==> src/design/md5_pkg.sv <==
// ----------------------------------------------------------------------------
// MD5 package
// Step constants, rotate amounts and initial chaining values.
// ----------------------------------------------------------------------------
package md5_pkg;

  localparam logic [31:0] IV0 = 32'h67452301;
  localparam logic [31:0] IV1 = 32'hefcdab89;
  localparam logic [31:0] IV2 = 32'h98badcfe;
  localparam logic [31:0] IV3 = 32'h10325476;
  localparam logic [7:0]  PAD_LEAD = 8'h80;

  // one input byte
  typedef struct packed {
    logic [7:0] data_byte;
  } in_data_t;

  // step constant by step index
  function automatic logic [31:0] step_const(input logic [5:0] k);
    logic [31:0] r;
    case (k)
      6'd0: r = 32'd3614090360;  6'd1: r = 32'd3905402710;
      6'd2: r = 32'd606105819;   6'd3: r = 32'd3250441966;
      6'd4: r = 32'd4118548399;  6'd5: r = 32'd1200080426;
      6'd6: r = 32'd2821735955;  6'd7: r = 32'd4249261313;
      6'd8: r = 32'd1770035416;  6'd9: r = 32'd2336552879;
      6'd10: r = 32'd4294925233; 6'd11: r = 32'd2304563134;
      6'd12: r = 32'd1804603682; 6'd13: r = 32'd4254626195;
      6'd14: r = 32'd2792965006; 6'd15: r = 32'd1236535329;
      6'd16: r = 32'd4129170786; 6'd17: r = 32'd3225465664;
      6'd18: r = 32'd643717713;  6'd19: r = 32'd3921069994;
      6'd20: r = 32'd3593408605; 6'd21: r = 32'd38016083;
      6'd22: r = 32'd3634488961; 6'd23: r = 32'd3889429448;
      6'd24: r = 32'd568446438;  6'd25: r = 32'd3275163606;
      6'd26: r = 32'd4107603335; 6'd27: r = 32'd1163531501;
      6'd28: r = 32'd2850285829; 6'd29: r = 32'd4243563512;
      6'd30: r = 32'd1735328473; 6'd31: r = 32'd2368359562;
      6'd32: r = 32'd4294588738; 6'd33: r = 32'd2272392833;
      6'd34: r = 32'd1839030562; 6'd35: r = 32'd4259657740;
      6'd36: r = 32'd2763975236; 6'd37: r = 32'd1272893353;
      6'd38: r = 32'd4139469664; 6'd39: r = 32'd3200236656;
      6'd40: r = 32'd681279174;  6'd41: r = 32'd3936430074;
      6'd42: r = 32'd3572445317; 6'd43: r = 32'd76029189;
      6'd44: r = 32'd3654602809; 6'd45: r = 32'd3873151461;
      6'd46: r = 32'd530742520;  6'd47: r = 32'd3299628645;
      6'd48: r = 32'd4096336452; 6'd49: r = 32'd1126891415;
      6'd50: r = 32'd2878612391; 6'd51: r = 32'd4237533241;
      6'd52: r = 32'd1700485571; 6'd53: r = 32'd2399980690;
      6'd54: r = 32'd4293915773; 6'd55: r = 32'd2240044497;
      6'd56: r = 32'd1873313359; 6'd57: r = 32'd4264355552;
      6'd58: r = 32'd2734768916; 6'd59: r = 32'd1309151649;
      6'd60: r = 32'd4149444226; 6'd61: r = 32'd3174756917;
      6'd62: r = 32'd718787259;  6'd63: r = 32'd3951481745;
      default: r = 32'd0;
    endcase
    return r;
  endfunction

  // rotate amount by round and step within the group of four
  function automatic logic [4:0] step_rot(input logic [3:0] i);
    logic [4:0] r;
    case (i)
      4'd0: r = 5'd7;   4'd1: r = 5'd12;  4'd2: r = 5'd17;  4'd3: r = 5'd22;
      4'd4: r = 5'd5;   4'd5: r = 5'd9;   4'd6: r = 5'd14;  4'd7: r = 5'd20;
      4'd8: r = 5'd4;   4'd9: r = 5'd11;  4'd10: r = 5'd16; 4'd11: r = 5'd23;
      4'd12: r = 5'd6;  4'd13: r = 5'd10; 4'd14: r = 5'd15; 4'd15: r = 5'd21;
      default: r = 5'd0;
    endcase
    return r;
  endfunction

  // message word index used by step k
  function automatic logic [3:0] msg_index(input logic [5:0] k);
    logic [3:0] g;
    case (k[5:4])
      2'd0: g = k[3:0];
      2'd1: g = 4'((k * 5) + 1);
      2'd2: g = 4'((k * 3) + 5);
      default: g = 4'(k * 7);
    endcase
    return g;
  endfunction

endpackage

==> src/design/md5_message_digest.sv <==
// ----------------------------------------------------------------------------
// MD5 message digest
// Byte stream in, 128-bit digest out at the end of each message.
// ----------------------------------------------------------------------------
// A byte word is taken and merged into the 16-word block memory.
// A full block stalls input while it is compressed: one step of the shared round unit
// per cycle (the first word is read ahead), then the chain update.
// End of message pads word by word and compresses once or twice; the digest is
// registered and held until taken.
// Reset is synchronous and restores the initial chaining values at once.
module md5_message_digest (
  input  logic        clk,
  input  logic        rst,
  input  logic        s_tvalid,
  output logic        s_tready,
  input  logic [7:0]  s_tdata,   // [7:0] data_byte
  input  logic        s_tuser,   // has_byte
  input  logic        s_tlast,   // end_of_message
  output logic        m_tvalid,
  input  logic        m_tready,
  output logic [127:0] m_tdata   // digest_word0..3, word0 lowest
);
  import md5_pkg::*;

  typedef enum logic [2:0] {
    S_IDLE, S_PAD, S_LEN, S_RUN, S_FIN, S_OUT
  } state_t;

  state_t      state;
  logic [31:0] block_mem [16];
  logic [31:0] rd_data;
  logic [3:0]  rd_addr;
  logic        wr_en;
  logic [3:0]  wr_addr;
  logic [31:0] wr_data;

  logic [31:0] h0, h1, h2, h3;
  logic [31:0] a, b, c, d;
  logic [63:0] bit_count;
  logic [63:0] bit_count_inc;
  logic [63:0] len;
  logic [31:0] cur_word;
  logic        finishing;
  logic        second;
  logic [3:0]  pad_idx;
  logic [6:0]  step;
  logic [31:0] b_new;
  logic [5:0]  pos;

  assign pos = bit_count[8:3];
  assign bit_count_inc = bit_count + 64'd8;
  assign s_tready = (state == S_IDLE) && !m_tvalid;

  // block memory, registered read
  always_ff @(posedge clk) begin
    if (wr_en) begin
      block_mem[wr_addr] <= wr_data;
    end
    rd_data <= block_mem[rd_addr];
  end

  // read one step ahead
  always_comb begin
    if (state == S_RUN && step < 7'd63) begin
      rd_addr = msg_index(6'(step + 7'd1));
    end else begin
      rd_addr = msg_index(6'd0);
    end
  end

  md5_round u_round (
    .k(step[5:0]), .a(a), .b(b), .c(c), .d(d), .w(rd_data), .b_new(b_new)
  );

  // memory write side
  always_comb begin
    wr_en = 1'b0;
    wr_addr = pos[5:2];
    wr_data = cur_word;
    if (state == S_IDLE && s_tvalid && s_tready && s_tuser) begin
      wr_en = 1'b1;
      case (pos[1:0])
        2'd0: wr_data = {24'd0, s_tdata};
        2'd1: wr_data = {16'd0, s_tdata, cur_word[7:0]};
        2'd2: wr_data = {8'd0, s_tdata, cur_word[15:0]};
        default: wr_data = {s_tdata, cur_word[23:0]};
      endcase
    end else if (state == S_PAD) begin
      wr_en = 1'b1;
      wr_addr = pad_idx;
      wr_data = 32'd0;
      if (pad_idx == len[8:5]) begin
        case (len[4:3])
          2'd0: wr_data = {24'd0, PAD_LEAD};
          2'd1: wr_data = {16'd0, PAD_LEAD, cur_word[7:0]};
          2'd2: wr_data = {8'd0, PAD_LEAD, cur_word[15:0]};
          default: wr_data = {PAD_LEAD, cur_word[23:0]};
        endcase
      end
    end else if (state == S_LEN) begin
      wr_en = 1'b1;
      wr_addr = pad_idx;
      wr_data = (pad_idx == 4'd14) ? len[31:0] : len[63:32];
      if (second && pad_idx < 4'd14) begin
        wr_data = 32'd0;
      end
    end
  end

  // control sequence
  always_ff @(posedge clk) begin
    if (rst) begin
      state <= S_IDLE;
      m_tvalid <= 1'b0;
      h0 <= IV0; h1 <= IV1; h2 <= IV2; h3 <= IV3;
      bit_count <= 64'd0;
      finishing <= 1'b0;
      second <= 1'b0;
      step <= 7'd0;
      pad_idx <= 4'd0;
    end else begin
      if (m_tvalid && m_tready) begin
        m_tvalid <= 1'b0;
      end
      case (state)
        S_IDLE: begin
          if (s_tvalid && s_tready) begin
            if (s_tuser) begin
              cur_word <= wr_data;
              bit_count <= bit_count_inc;
            end
            if (s_tuser && pos == 6'd63) begin
              finishing <= s_tlast;
              second <= 1'b0;
              len <= bit_count_inc;
              pad_idx <= 4'd0;
              step <= 7'd0;
              a <= h0; b <= h1; c <= h2; d <= h3;
              state <= S_RUN;
            end else if (s_tlast) begin
              len <= s_tuser ? bit_count_inc : bit_count;
              finishing <= 1'b0;
              second <= 1'b0;
              pad_idx <= s_tuser ? bit_count_inc[8:5] : bit_count[8:5];
              state <= S_PAD;
            end
          end
        end
        // lead byte and zeros after the last message byte
        S_PAD: begin
          if (pad_idx == 4'd15) begin
            if (len[8:3] >= 6'd56) begin
              a <= h0; b <= h1; c <= h2; d <= h3;
              step <= 7'd0;
              second <= 1'b1;
              state <= S_RUN;
            end else begin
              pad_idx <= 4'd14;
              state <= S_LEN;
            end
          end else begin
            pad_idx <= pad_idx + 4'd1;
          end
        end
        // length words, after zero words 0..13 when a second block is needed
        S_LEN: begin
          if (pad_idx == 4'd15) begin
            a <= h0; b <= h1; c <= h2; d <= h3;
            step <= 7'd0;
            second <= 1'b0;
            finishing <= 1'b1;
            state <= S_RUN;
          end else begin
            pad_idx <= pad_idx + 4'd1;
          end
        end
        S_RUN: begin
          a <= d; d <= c; c <= b; b <= b_new;
          if (step == 7'd63) begin
            state <= S_FIN;
          end
          step <= step + 7'd1;
        end
        S_FIN: begin
          h0 <= h0 + a; h1 <= h1 + b; h2 <= h2 + c; h3 <= h3 + d;
          if (second) begin
            pad_idx <= 4'd0;
            state <= S_LEN;
          end else if (finishing) begin
            // a full block that ended the message still needs the padding block
            if (pad_idx == 4'd15) begin
              state <= S_OUT;
            end else begin
              pad_idx <= 4'd0;
              finishing <= 1'b0;
              state <= S_PAD;
            end
          end else begin
            state <= S_IDLE;
          end
        end
        S_OUT: begin
          m_tdata <= {h3, h2, h1, h0};
          m_tvalid <= 1'b1;
          h0 <= IV0; h1 <= IV1; h2 <= IV2; h3 <= IV3;
          bit_count <= 64'd0;
          finishing <= 1'b0;
          state <= S_IDLE;
        end
        default: state <= S_IDLE;
      endcase
    end
  end

  // a result never appears while a block is being compressed
  assert property (@(posedge clk) disable iff (rst)
    state == S_RUN |-> !$rose(m_tvalid)) else $error("digest during rounds");
  // input stalls while compressing
  assert property (@(posedge clk) disable iff (rst)
    state == S_RUN |-> !s_tready) else $error("ready during rounds");
  // the step counter runs the full block
  assert property (@(posedge clk) disable iff (rst)
    (state == S_RUN && step != 7'd63) |=> state == S_RUN) else $error("short run");

endmodule

==> src/design/md5_round.sv <==
// ----------------------------------------------------------------------------
// MD5 round unit
// One compression step: the round function, add chain and rotate.
// ----------------------------------------------------------------------------
module md5_round (
  input  logic [5:0]  k,
  input  logic [31:0] a,
  input  logic [31:0] b,
  input  logic [31:0] c,
  input  logic [31:0] d,
  input  logic [31:0] w,
  output logic [31:0] b_new
);
  import md5_pkg::*;

  logic [31:0] f;
  logic [31:0] t;
  logic [4:0]  n;

  // select the round function
  always_comb begin
    case (k[5:4])
      2'd0: f = (b & c) | (~b & d);
      2'd1: f = (b & d) | (c & ~d);
      2'd2: f = b ^ c ^ d;
      default: f = c ^ (b | ~d);
    endcase
  end

  // add, rotate, add
  always_comb begin
    t = a + f + w + step_const(k);
    n = step_rot({k[5:4], k[1:0]});
    b_new = b + ((t << n) | (t >> (6'd32 - {1'b0, n})));
  end

endmodule
==> config.mk <==
export PLATFORM = sky130hd
export DESIGN_NAME = md5_message_digest
export DESIGN_NICKNAME = d
export VERILOG_FILES = /design/src/design/md5_pkg.sv /design/src/design/md5_message_digest.sv /design/src/design/md5_round.sv
export SDC_FILE = /design/constraint.sdc
export NUM_CORES = 2
export LEC_CHECK = 0
export BUFFER_PORTS_ARGS = -buffer_cell sky130_fd_sc_hd__buf_2
export CORE_MARGIN = 4
export CORE_UTILIZATION = 45
export DETAILED_ROUTE_END_ITERATION = 8
export GPL_ROUTABILITY_DRIVEN = 0
export SYNTH_ARGS = -nofsm -noshare
export SYNTH_HDL_FRONTEND = slang
export SYNTH_SLANG_ARGS = --single-unit
==> constraint.sdc <==
create_clock -name clk -period 18.3 [get_ports clk]
set_clock_uncertainty 0.05 [all_clocks]
set_input_delay 0.915 -clock clk [delete_from_list [all_inputs] [get_ports clk]]
set_output_delay 0.915 -clock clk [all_outputs]
set_load 0.005 [all_outputs]
== Word level (Yosys, flattened, before mapping) ==
Memory sizes are Yosys's and may differ from the RTL's. A register that Yosys moved wholly into a read port is not among the register bits.
Index checks and enable logic that the tools add are counted.

* $mul: 3
* Reduce and logical (&&, ||, !) cells: 33
* Equal/unequal tests: 30
* $add $sub $neg: 14
* Bitwise operators: 14
* Muxes and demuxes: 100
* Magnitude comparators: 3
* Shift-type cells: 2

{| class="wikitable"
|+ Operator list
! operator !! count
|-
| $mux 32 || 26
|-
| $pmux 32 s4 || 4
|-
| $pmux 32 s3 || 3
|-
| $add 32x32->32 || 8
|-
| $mux 64 || 4
|-
| $pmux 32 s2 || 4
|-
| $and 32x32->32 || 4
|-
| $or 32x32->32 || 4
|-
| $pmux 64 s2 || 1
|-
| $xor 32x32->32 || 3
|-
| $add 64x4->64 const B || 1
|-
| $mux 4 || 16
|-
| $not 32->32 || 2
|-
| $mux 7 || 5
|-
| $shl 32x5->32 || 1
|-
| $shr 32x6->32 || 1
|-
| $pmux 7 s4 || 1
|-
| $mux 3 || 9
|-
| $mux 1 || 20
|-
| $pmux 4 s4 || 1
|-
| $pmux 3 s5 || 1
|-
| $reduce_and 7->1 || 2
|-
| $mul 6x3->4 const B || 2
|-
| $mux 6 || 2
|-
| other kinds (36) || 74
|}

* RAM bits: 512
* Bits in read-only memories: 2128
* Memories kept: 3
* Input port bits: 14
* Flip-flop bits (word level): 561

{| class="wikitable"
|+ Memories
! name !! depth !! width !! rd ports !! clocked after memory_dff !! write ports !! line !! text
|-
| (no name shown) || 64 || 32 || 1 || 1 || 0 || md5_pkg.sv:21 || <nowiki>case (k)</nowiki>
|-
| block_mem || 16 || 32 || 1 || 1 || 1 || md5_message_digest.sv:30 || <nowiki>logic [31:0] block_mem [16];</nowiki>
|-
| (no name shown) || 16 || 5 || 1 || 1 || 0 || md5_pkg.sv:62 || <nowiki>case (i)</nowiki>
|}

== Logic depth before layout (Yosys ltp) ==
* Depth after elaboration: 11
* Depth in mapped cells: 38

== Modules after synthesis ==
A second synthesis with hierarchy kept.

* Cell total of the unflattened synthesis: 6297
* Area, all modules: 63215.6 um2

{| class="wikitable"
|+ Modules (own cells, without submodules)
! module !! instances !! seq. area each (um2) !! cells an instance !! area each (um2)
|-
| md5_message_digest || 1 || 30619.4 || 4230 || 49515.0
|-
| md5_round || 1 || 0.0 || 2067 || 13700.6
|}

== Least setup slack after synthesis ==
No wires, ideal clock.

* Path type: reg2reg
* From: reg step[4]
* To: reg b[31], data pin
* Data required time: 18112 ps
* Arrival: 8302 ps
* Setup slack: 9810 ps
* Buffers on the path: 5
* Cell stages (with the launch flop): 35
* Library setup time: 138 ps
* Clock period less this slack: 8490 ps
* Cell sequence: dfxtp_1 > buf_2 > clkbuf_1 > clkbuf_1 > clkbuf_1 > xnor2_1 > o211ai_1 > o211ai_1 > fa_1 > inv_1 > ha_1 > buf_4 > nand3_2 > or3_4 > a2111o_1 > a21boi_4 > nor2_1 > o31a_1 > xnor2_4 > mux4_2 > mux4_2 > nand2_1 > o221ai_2 > ha_1 > a211oi_1 > o21ai_0 > a21oi_1 > o21a_1 > o211ai_1 > a31oi_1 > a2111oi_0 > a31oi_1 > a2111o_1 > mux2_2 > nand3_1

* Longest elaborated chain between the ends: 9

{| class="wikitable"
|+ Ends and longest elaborated chain
! item !! line !! text
|-
| start: declaration || md5_message_digest.sv:46 || <nowiki>logic [6:0] step;</nowiki>
|-
| start signal: assignment || md5_message_digest.sv:182 || <nowiki>step <= step + 7'd1;</nowiki>
|-
| $eq 2x2->1 (tied with other cells) || md5_round.sv:22 || <nowiki>case (k[5:4])</nowiki>
|-
| $pmux 32 s3 (*) || md5_round.sv:22 ||
|-
| $add 32x32->32 (*) (3 in series) || md5_round.sv:32 || <nowiki>t = a + f + w + step_const(k);</nowiki>
|-
| $shr 32x6->32 or $shl 32x5->32 (tied branches) || md5_round.sv:34 || <nowiki>b_new = b + ((t << n) | (t >> (6'd32 - {1'b0, n})));</nowiki>
|-
| $or 32x32->32 (*) || md5_round.sv:34 ||
|-
| $add 32x32->32 (*) || md5_round.sv:34 ||
|-
| $pmux 32 s4 (*) || md5_message_digest.sv:125 || <nowiki>case (state)</nowiki>
|-
| end signal: assignment || md5_message_digest.sv:138 || <nowiki>a <= h0; b <= h1; c <= h2; d <= h3;</nowiki>
|-
| end signal: assignment || md5_message_digest.sv:153 || <nowiki>a <= h0; b <= h1; c <= h2; d <= h3;</nowiki>
|-
| end signal: assignment || md5_message_digest.sv:168 || <nowiki>a <= h0; b <= h1; c <= h2; d <= h3;</nowiki>
|-
| end: declaration || md5_message_digest.sv:38 || <nowiki>logic [31:0] a, b, c, d;</nowiki>
|}

Mark *: on every way between the ends. The rest lies on a longest branch, timed or not.
A chain may end at the register's enable or synchronous reset.

== Final worst setup path ==
Same ends and word-level chain as after synthesis.

==> run_results.csv <==
group,metric,value,unit
outcome,status,"completed",
floorplan,dieHeight,385,um
detailed_routing,post_drt_wl_per_cell,24.6,um
critical_path,critical_path.slowest_cell,"buf_4",
synth,yosysWarnings,0,
synth,synth_top_area_cell,"edfxtp_1",
global_routing,grt_pass1_vias,47700,
synth,seq_area_frac_synth,48.9,%
critical_path,reg2reg_from,"step[4]",
global_routing,grt_pass1_wl,304,mm
clock_network,cts_buffer_depth,3,
detailed_routing,drt_pass1_iterations,9,
sta,slew_violations,0,
final_layout,final_cell_mix,"edfxtp_1, nand2_1, o21ai_0, a21oi_1, nor2_1",
sta,setup_tns,0,ns
clock_network,path_clk_slew,0.06,ns
detailed_routing,routed_wl,205,mm
sta,layout_min_cycle_time,9.31,ns
power,finalPower,0.0126,W
synth,muxShareOfSynthArea,5.17,%
synth,async_flop_share,0,%
clock_network,cts_tree,"yes",
floorplan,core,142000,sq um
clock_network,cts_sinks,1136,
sta,fin_crit_sh,50.9,%
critical_path,critPathArrivalTime,9.84,ns
sta,fmax,107,MHz
power,peakVddDrop,0.177,mV
clock_network,cts_resized,0,
flow_run,maxCapViolCount,0,
sta,timing.final.ws_setup,8.99,ns
critical_path,critPathLaunch,"step[4]",
place,dp_worst_setup_slack,9.15,ns
synth,synth_xor_area_share,3.72,%
clock_network,cts_setup_buffers,0,
clock_network,cts-htree-levels,3,
sta,setup_violations,0,
critical_path,r2r_end,"b[31]",
synth,synth_area_leaders,"edfxtp_1, dfxtp_1, nand2_1, ha_1, o21ai_0",
detailed_routing,ant_nets,0,
floorplan,pin_count,144,
clock_network,numCtsBuffers,118,
critical_path,reg2reg_depth,30,
power,leakage,26.4,nW
detailed_routing,via_count,51200,
place,io_buffers,143,
sta,slew_headroom,9.95,%
synth,synth_nets,6637,
clock_network,clkLatencyLatePin,0.81,ns
final_layout,area_growth,10.4,%
synth,synth_area,64100,sq um
sta,hold_ws,0.392,ns
synth,ys_ff_latch,1136,
floorplan,dieWidth,385,um
synth,synth.distinct_cells,102,
place,dp.cells,8076,
synth,avgSynthCellArea,10.1,sq um
global_routing,antenna_found_initial,10,
critical_path,required,18.82,ns
worst_hold_path,hp-class,"in -> reg",
clock_network,hold_buffers,0,
floorplan,start_util,45.3,%
clock_network,cts_root_buffer,"clkbuf_16",
power,powerDensity,178,nW/um^2
synth,syn_inst,6339,
critical_path,critPathMostFrequentCell,"a21oi_1",
global_routing,overflow,0,
global_routing,grt_usage,26.8,%
detailed_routing,first_iter_violations,6145,
final_layout,nets,6604,
critical_path,max_stage_delay,0.80,ns
sta,finalHoldViolCount,0,
critical_path,crit_end,"b[31]",
critical_path,crit_path_start_kind,"flop",
sta,rsz0062_at_grt,"no",
sta,tightest_slew,1.35,ns
synth,synth-simple-area-share,13.6,%
floorplan,rows,138,
critical_path,critical_path.max_fanout,76,
critical_path,r2r_slack,8.99,ns
floorplan,die_area,149000,sq um
detailed_routing,via_per_inst,6.16,
final_layout,layout_commonest_cell,"edfxtp_1",
synth,synth_top_area_share,40.3,%
detailed_routing,drc,0,
global_routing,grt_max_degree,130,
place,hpwl,136,mm
synth,synth_edf_count,861,
synth,yosys.area_share.adder,6.34,%
final_layout,fin_cells,8305,
critical_path,critPathKind,"reg -> reg",
synth,synth_top_family_by_area,"compound AO/OA/AOI/OAI gates",
synth,ys.flop_type,"edfxtp_1",
synth,synth_compound_area_share,18.5,%
final_layout,drive_gt1_share,9.65,%
critical_path,crit_path_end_kind,"flop",
worst max-delay path: cells and delay by family (launching register included):
family                   cells  cell delay (ns)
adder cells (fa/ha/maj)      3             1.27
flip-flops                   1             0.58
AND/OR/NAND/NOR              5             0.64
multiplexers                 3             1.34
XOR/XNOR                     1             0.21
buffers and inverters        1             0.80
AO/OA/AOI/OAI               17             4.26
cells by family after synthesis:
family          count (synthesis)
simple gates                 1889
compound gates               1836
flops                        1136
buf+inv                       628
mux                           296
fa+ha+maj                     284
xor+xnor                      270
cell usage after synthesis (31+ instances only):
master    instances
ha_1            216
a21o_1           77
xor2_1          100
a211oi_1         56
o21a_1           34
clkbuf_1        329
nand4_1          34
a21oi_1         408
or3_1           162
dfxtp_1         275
o211ai_1        295
a31oi_1          55
fa_1             68
nand3_1         142
and3_1           45
nor2_1          410
a22oi_1          53
o21bai_1         33
o21ai_0         505
nand2_1         764
mux2i_1         251
edfxtp_1        861
or2_2            47
nor3_1           97
nand2b_1         42
xnor2_1         169
a221o_1          31
inv_1           219
buf_1            44
registers in the layout (all words and copies together), names as in the netlist, 3 cells and up, named ones only:
name       cells
bit_count     61
m_tdata      128
h0            32
block_mem    512
h2            32
state          3
h1            32
b             32
step           7
pad_idx        4
u_round.n      5
cur_word      32
rd_data       32
h3            32
c             32
d             32
a             32
len           61
through the flow:
stage | area (sq um) | utilization, %
after floorplan | 64100 | -
after global placement | 66800 | 47.1
after detailed placement | 66800 | 47.1
after CTS | 70800 | 50.0
after global routing | 70800 | 50.0
final | 70800 | 50.0
where the power goes:
group / internal (W) / total [W] / switching, W
combinational: 0.00254 / 0.00682 / 0.00428
clock: 0.00138 / 0.00244 / 0.00107
sequential: 0.00320 / 0.00332 / 0.000116
total: 0.00712 / 0.0126 / 0.00546
layout make-up:
cell class	instances	area, sq um
multi-input combinational	4575	30600
antenna	3	7.51
clock inverter	77	796
tap	1890	2360
inverter	223	837
timing repair buffer	252	1580
clock buffer	149	3200
sequential	1136	31400
fill	12900	70800
routing by layer:
| layer | track usage, % | vias to the layer above | wire length [um] |
|---|---|---|---|
| met4 | 10.5 | 2 | 9190 |
| met1 | 36.4 | 24900 | 85300 |
| met3 | 4.27 | 452 | 16100 |
| met5 | 0 | - | 14 |
| li1 | - | 23500 | - |
| met2 | 43.2 | 2261 | 94100 |
worst min path at each step:
stage / slack (ns) / depth (start not counted) / startpoint / end
after global routing: 0.38 / 3 / m_tready / m_tvalid
after detailed placement: 0.42 / 0 / h0[31] / m_tdata[31]
final: 0.39 / 3 / m_tready / m_tvalid
after CTS: 0.35 / 3 / m_tready / m_tvalid
after global placement: 0.42 / 2 / bit_count[63] / bit_count[63]
after floorplan: 0.39 / 0 / h1[31] / m_tdata[63]
Power figures use the tool's default switching activity.
